==> src/sv/rtpg711_pkg.sv <==
`timescale 1ns / 1ps

package rtpg711_pkg;

  localparam int unsigned ByteW   = 8;
  localparam int unsigned SampleW = 16;
  localparam int unsigned StatusW = 3;

  typedef enum logic [StatusW-1:0] {
    ST_OK      = 3'd0,
    ST_SHORT   = 3'd1,
    ST_VERSION = 3'd2,
    ST_TYPE    = 3'd3,
    ST_EMPTY   = 3'd4
  } status_e;

  localparam logic [1:0] RtpVersion = 2'd2;
  localparam logic [6:0] PtUlaw     = 7'd0;
  localparam logic [6:0] PtAlaw     = 7'd8;

endpackage

==> src/sv/rtp_g711_payload_decoder_top.sv <==
`timescale 1ns / 1ps
// A result is registered and appears on the master side in the cycle after its input transfer.
// Throughput: one byte per cycle; the input is stalled only while a result is held
//   and the master side is not ready.
// Reset (rst_ni low, asynchronous): header tracking returns to the first byte of a
//   packet and the result register is emptied.
module rtp_g711_payload_decoder_top
  import rtpg711_pkg::*;
#(
  parameter int unsigned HEADER_BYTES = 12
) (
  input  logic               clk_i,
  input  logic               rst_ni,
  input  logic               s_tvalid_i,
  output logic               s_tready_o,
  input  logic [ByteW-1:0]   s_tdata_i,   // [7:0] packet_byte
  input  logic               s_tlast_i,   // end_of_packet
  output logic               m_tvalid_o,
  input  logic               m_tready_i,
  output logic [SampleW-1:0] m_tdata_o,   // [15:0] pcm_sample
  output logic [StatusW-1:0] m_tuser_o,   // [2:0] status
  output logic               m_tlast_o    // last_sample
);

  localparam int unsigned PosW = $clog2(HEADER_BYTES + 1);
  localparam logic [PosW-1:0] HdrLen = PosW'(HEADER_BYTES);

  // header state
  logic [PosW-1:0] pos_q, pos_d;
  logic            ver_q, ver_d;
  logic            type_q, type_d;
  logic            alaw_q, alaw_d;

  // result register
  logic                      valid_q, valid_d;
  logic signed [SampleW-1:0] sample_q, sample_d;
  status_e                   status_q, status_d;
  logic                      last_q, last_d;

  logic in_xfer;
  logic in_header;
  logic ver_n, type_n, alaw_n;
  logic [PosW-1:0] pos_inc;
  logic signed [SampleW-1:0] alaw_pcm, ulaw_pcm;

  assign s_tready_o = !valid_q || m_tready_i;
  assign in_xfer    = s_tvalid_i && s_tready_o;
  assign in_header  = pos_q < HdrLen;
  assign pos_inc    = pos_q + PosW'(1);

  // A-law: sign set after the 0x55 XOR means positive
  always_comb begin
    logic [7:0]  a;
    logic [14:0] mag;
    a   = s_tdata_i ^ 8'h55;
    mag = {7'd0, a[3:0], 4'd0};
    if (a[6:4] == 3'd0) begin
      mag = mag + 15'h008;
    end else begin
      mag = (mag + 15'h108) << (a[6:4] - 3'd1);
    end
    alaw_pcm = a[7] ? $signed({1'b0, mag}) : -$signed({1'b0, mag});
  end

  // mu-law with the 0x84 bias removed
  always_comb begin
    logic [7:0]  u;
    logic [14:0] mag;
    logic [14:0] v;
    u   = ~s_tdata_i;
    mag = ({8'd0, u[3:0], 3'd0} + 15'h084) << u[6:4];
    v   = mag - 15'h084;
    ulaw_pcm = u[7] ? -$signed({1'b0, v}) : $signed({1'b0, v});
  end

  // header fields as updated by the current byte
  always_comb begin
    ver_n  = ver_q;
    type_n = type_q;
    alaw_n = alaw_q;
    if (pos_q == PosW'(0)) begin
      ver_n = s_tdata_i[7:6] == RtpVersion;
    end else if (pos_q == PosW'(1)) begin
      type_n = (s_tdata_i[6:0] == PtUlaw) || (s_tdata_i[6:0] == PtAlaw);
      alaw_n = s_tdata_i[6:0] == PtAlaw;
    end
  end

  always_comb begin
    pos_d    = pos_q;
    ver_d    = ver_q;
    type_d   = type_q;
    alaw_d   = alaw_q;
    valid_d  = valid_q && !m_tready_i;
    sample_d = sample_q;
    status_d = status_q;
    last_d   = last_q;
    if (in_xfer) begin
      sample_d = '0;
      last_d   = 1'b1;
      if (in_header) begin
        pos_d  = pos_inc;
        ver_d  = ver_n;
        type_d = type_n;
        alaw_d = alaw_n;
        valid_d = s_tlast_i;
        priority if (pos_inc < HdrLen) begin
          status_d = ST_SHORT;
        end else if (!ver_n) begin
          status_d = ST_VERSION;
        end else if (!type_n) begin
          status_d = ST_TYPE;
        end else begin
          status_d = ST_EMPTY;
        end
      end else if (ver_q && type_q) begin
        valid_d  = 1'b1;
        sample_d = alaw_q ? alaw_pcm : ulaw_pcm;
        status_d = ST_OK;
        last_d   = s_tlast_i;
      end else begin
        valid_d  = s_tlast_i;
        status_d = ver_q ? ST_TYPE : ST_VERSION;
      end
      if (s_tlast_i) begin
        pos_d  = '0;
        ver_d  = 1'b0;
        type_d = 1'b0;
        alaw_d = 1'b0;
      end
    end
  end

  always_ff @(posedge clk_i or negedge rst_ni) begin
    if (!rst_ni) begin
      pos_q   <= '0;
      ver_q   <= 1'b0;
      type_q  <= 1'b0;
      alaw_q  <= 1'b0;
      valid_q <= 1'b0;
    end else begin
      pos_q   <= pos_d;
      ver_q   <= ver_d;
      type_q  <= type_d;
      alaw_q  <= alaw_d;
      valid_q <= valid_d;
    end
  end

  always_ff @(posedge clk_i) begin
    sample_q <= sample_d;
    status_q <= status_d;
    last_q   <= last_d;
  end

  assign m_tvalid_o = valid_q;
  assign m_tdata_o  = sample_q;
  assign m_tuser_o  = status_q;
  assign m_tlast_o  = last_q;

endmodule

==> config.mk <==
export PLATFORM = sky130hd
export DESIGN_NAME = rtp_g711_payload_decoder_top
export DESIGN_NICKNAME = d
export VERILOG_FILES = /design/src/sv/rtpg711_pkg.sv /design/src/sv/rtp_g711_payload_decoder_top.sv
export SDC_FILE = /design/constraint.sdc
export NUM_CORES = 1
export LEC_CHECK = 0
export BUFFER_PORTS_ARGS = -buffer_cell sky130_fd_sc_hd__buf_2
export CAP_MARGIN = 20
export CELL_PAD_IN_SITES_DETAIL_PLACEMENT = 1
export CELL_PAD_IN_SITES_GLOBAL_PLACEMENT = 2
export CORE_ASPECT_RATIO = 0.7
export CORE_MARGIN = 2
export CORE_UTILIZATION = 30
export CTS_CLUSTER_DIAMETER = 50
export DETAILED_ROUTE_END_ITERATION = 16
export PLACE_DENSITY_LB_ADDON = 0.1
export SYNTH_ARGS = -nofsm -noshare
export SYNTH_HDL_FRONTEND = slang
export SYNTH_SLANG_ARGS = --single-unit
==> constraint.sdc <==
create_clock -name clk_i -period 3.1 [get_ports clk_i]
set_clock_uncertainty 0.2 [all_clocks]
set_input_delay 0.155 -clock clk_i [delete_from_list [all_inputs] [get_ports clk_i]]
set_output_delay 0.155 -clock clk_i [all_outputs]
set_load 0.005 [all_outputs]
==> reports/qor.csv <==
metric;value;unit
worst-path-max-fanout;17;
htree_levels;1;
critPathRequiredTime;2.89;ns
switchingPower;566;uW
max-cap-violations;0;
ys_ff_latch;26;
syn_inst;369;
grt_pass1_vias;3138;
synthDominantCellAreaShare;18.1;%
path_clk_slew;0.07;ns
cts_tree;done;
drt_iter0_drc;116;
cts_max_path_buffers;2;
tns;0;ns
die_h;87.4;microns
initial_core_util;30.8;%
synth_area_leader_cell;edfxtp_1;
diodes;0;
gp_congestion;0.799;
place_area;3530;sq um
pwr-share-comb;46.1;%
grt_max_degree;31;
routed_wl;10.5;mm
path_cells;buf_2 > buf_4 > ha_1 > buf_4 > inv_1 > nor2_1 > ha_1 > nor3_1 > nand4_1 > or4_4 > nor4_2 > nor4_1;
leakagePower;1.40;nW
final_common_cell;buf_4;
syn_area;2980;sq um
finalCritPeriodShare;92.6;%
fill_cells;1175;
crit_slowest_cell;or4_4;
antenna_found_initial;0;
ir_worst_vdd;0.196;mV
synthArstFlopShare;30.8;%
seq_area_frac_synth;24.8;%
cts_buffers;3;
critPathCaptureType;flip-flop;
reg2reg_depth;6;
seqCellArea;741;sq um
arrival;2.66;ns
overflow;0;
synthTopCellsByArea;edfxtp_1, dfrtp_1, ha_1;
cp-start-kind;primary input;
seq_power_share;28.1;%
path_delay_family;simple AND/OR/NAND/NOR gates;
slew_viol_final;0;
dr.pass1.iters;4;
root_buffer;clkbuf_16;
stdcell_area;3660;sq um
grtUsageTotal;20.9;%
hold_violations;0;
ys_warn_count;0;
synth_edf_count;18;
drt-wirelength-per-cell;18.9;microns
fmax;0.348;GHz
crit_buf_inv;4;
worstHoldPathType;in -> reg;
worst_pin_slew;0.722;ns
io_buffers;32;
drive_above_1_share;27.2;%
avgSynthCellArea;8.08;sq um
relSlewSlack;51.5;%
period_minus_slack;2.87;ns
timing.rr.end;m_tuser_o[0]$_DFFE_PP_;
die_area;10800;sq um
whs_path_depth;2;
pwr-share-clk;25.8;%
max_stage_delay;0.52;ns
rsz0062_at_grt;false;
layout_common_cells;buf_4, buf_2, nand2_1, nor2_1;
cp.depth;12;
nets;450;
p_sw_share;38.3;%
drc;0;
ios;35;
ant_nets;0;
vias;3048;
vias_per_cell;5.50;
p_int;912;uW
coreArea;9680;sq um
power_density;403;nW/um^2
grt_pass1_wl;17.4;mm
ys_types;85;
r2r_slack;0.57;ns
holdPathEnd;pos_q[3]$_DFFE_PN0P_;
areaGrowthSynthToFinish;22.9;%
post_cts_buffers;0;
hpwl;8.29;mm
num_rows;30;
crit_type;in -> reg;
die_w;123;microns
hold_path_startpoint;s_tlast_i;
status;finished clean;
clock_sinks;26;
clk_latency;0.26;ns
synthFlopType;edfxtp_1;
multi_input_area;2030;sq um
finalSetupViolations;0;
r2r_start;pos_q[0]$_DFFE_PN0P_;
routing by layer:
layer / part of all wire (%) / GRT usage, % / routed length, microns / vias to the layer above
met3: 3.6 / 2.95 / 374 / 0
met4: 0 / 0.620 / 0 / 0
met1: 54 / 32.6 / 5610 / 1503
met5: 0 / 0 / 0 / -
li1: - / - / - / 1498
met2: 43 / 31.8 / 4500 / 47
cells by family after synthesis:
family	after synthesis	synth area share, %
compound gates	116	28.2
fa+ha+maj	10	4.20
xor+xnor	13	4.07
flops	26	24.8
other cells	1	0.126
simple gates	144	26.7
buf+inv	48	7.39
mux	11	4.45
worst reg2reg max path, stage by stage, from the launching register on:
cell	delay [ns]
dfrtp_1	0.43
inv_1	0.09
ha_1	0.23
nor4b_1	0.62
mux2i_1	0.21
nor2b_1	0.17
or3_1	0.33
per-stage QoR:
stage / cells / worst slack (ns) / util [%] / hold WS, ns / power, mW
CTS: 554 / 0.200 / 37.8 / 0.0575 / 1.48
detailed placement: 547 / -0.0548 / 36.4 / -0.178 / 1.10
floorplan: 370 / 0.0927 / - / -0.341 / 0.868
global placement: 547 / 0.00438 / 36.4 / -0.174 / 1.09
global route: 554 / 0.0572 / 37.8 / 0.0763 / 1.58
finish: 554 / 0.229 / 37.8 / 0.0559 / 1.48
Yosys cell counts, drive strengths merged, types with 3 or more instances:
| cell | count |
|---|---|
| a211oi | 9 |
| a21oi | 21 |
| a221oi | 3 |
| a31oi | 7 |
| and2 | 3 |
| buf | 16 |
| clkbuf | 16 |
| dfrtp | 8 |
| edfxtp | 18 |
| ha | 10 |
| inv | 16 |
| mux2i | 9 |
| nand2 | 32 |
| nand2b | 12 |
| nand3 | 14 |
| nand3b | 5 |
| nand4 | 4 |
| nor2 | 30 |
| nor2b | 6 |
| nor3 | 11 |
| nor3b | 3 |
| nor4 | 5 |
| o211ai | 9 |
| o21ai | 27 |
| o221ai | 3 |
| o22ai | 5 |
| o311ai | 4 |
| o31ai | 5 |
| or2 | 3 |
| or3 | 4 |
| xnor2 | 6 |
| xor2 | 7 |
sequential cells by signal, indices dropped and copies added (netlist names):
signal	count
pos_q	4
ver_q	1
m_tuser_o	3
m_tvalid_o	1
alaw_q	1
m_tdata_o	14
type_q	1
m_tlast_o	1
cell type report:
type                       count  share of cell area (%)
tap                          128                    4.37
timing repair buffer          84                    15.6
clock buffer                   3                    2.05
multi-input combinational    296                    55.3
inverter                      16                    1.64
sequential                    26                    20.2
clock inverter                 1                   0.820
timing repair:
item                                    in CTS  in global routing
resized for setup                            0                  2
hold buffers                                 3                  0
endpoints found under the hold margin        9                  0
endpoints found under the setup margin       0                  3
worst max-delay path by stage:
| stage | from | end | slack (ns) |
|---|---|---|---|
| 2_1_floorplan | s_tdata_i[6] | m_tdata_o[15]$_SDFFCE_PP0P_ | 0.09 |
| 3_3_place_gp | s_tdata_i[4] | m_tdata_o[12]$_SDFFCE_PP0P_ | 0.004 |
| 3_5_place_dp | s_tdata_i[4] | m_tdata_o[12]$_SDFFCE_PP0P_ | -0.05 |
| 4_1_cts | s_tdata_i[4] | m_tdata_o[12]$_SDFFCE_PP0P_ | 0.20 |
| 5_1_grt | s_tdata_i[5] | m_tdata_o[15]$_SDFFCE_PP0P_ | 0.06 |
| 6_report | s_tdata_i[5] | m_tdata_o[15]$_SDFFCE_PP0P_ | 0.23 |
power groups by stage:
stage	sequential, mW	clock [mW]	combinational (mW)
3_5_place_dp	0.423	0	0.675
5_1_grt	0.422	0.399	0.761
2_1_floorplan	0.420	0	0.448
4_1_cts	0.416	0.387	0.680
3_3_place_gp	0.422	0	0.670
6_report	0.416	0.381	0.681
Power figures use the tool's default switching activity.
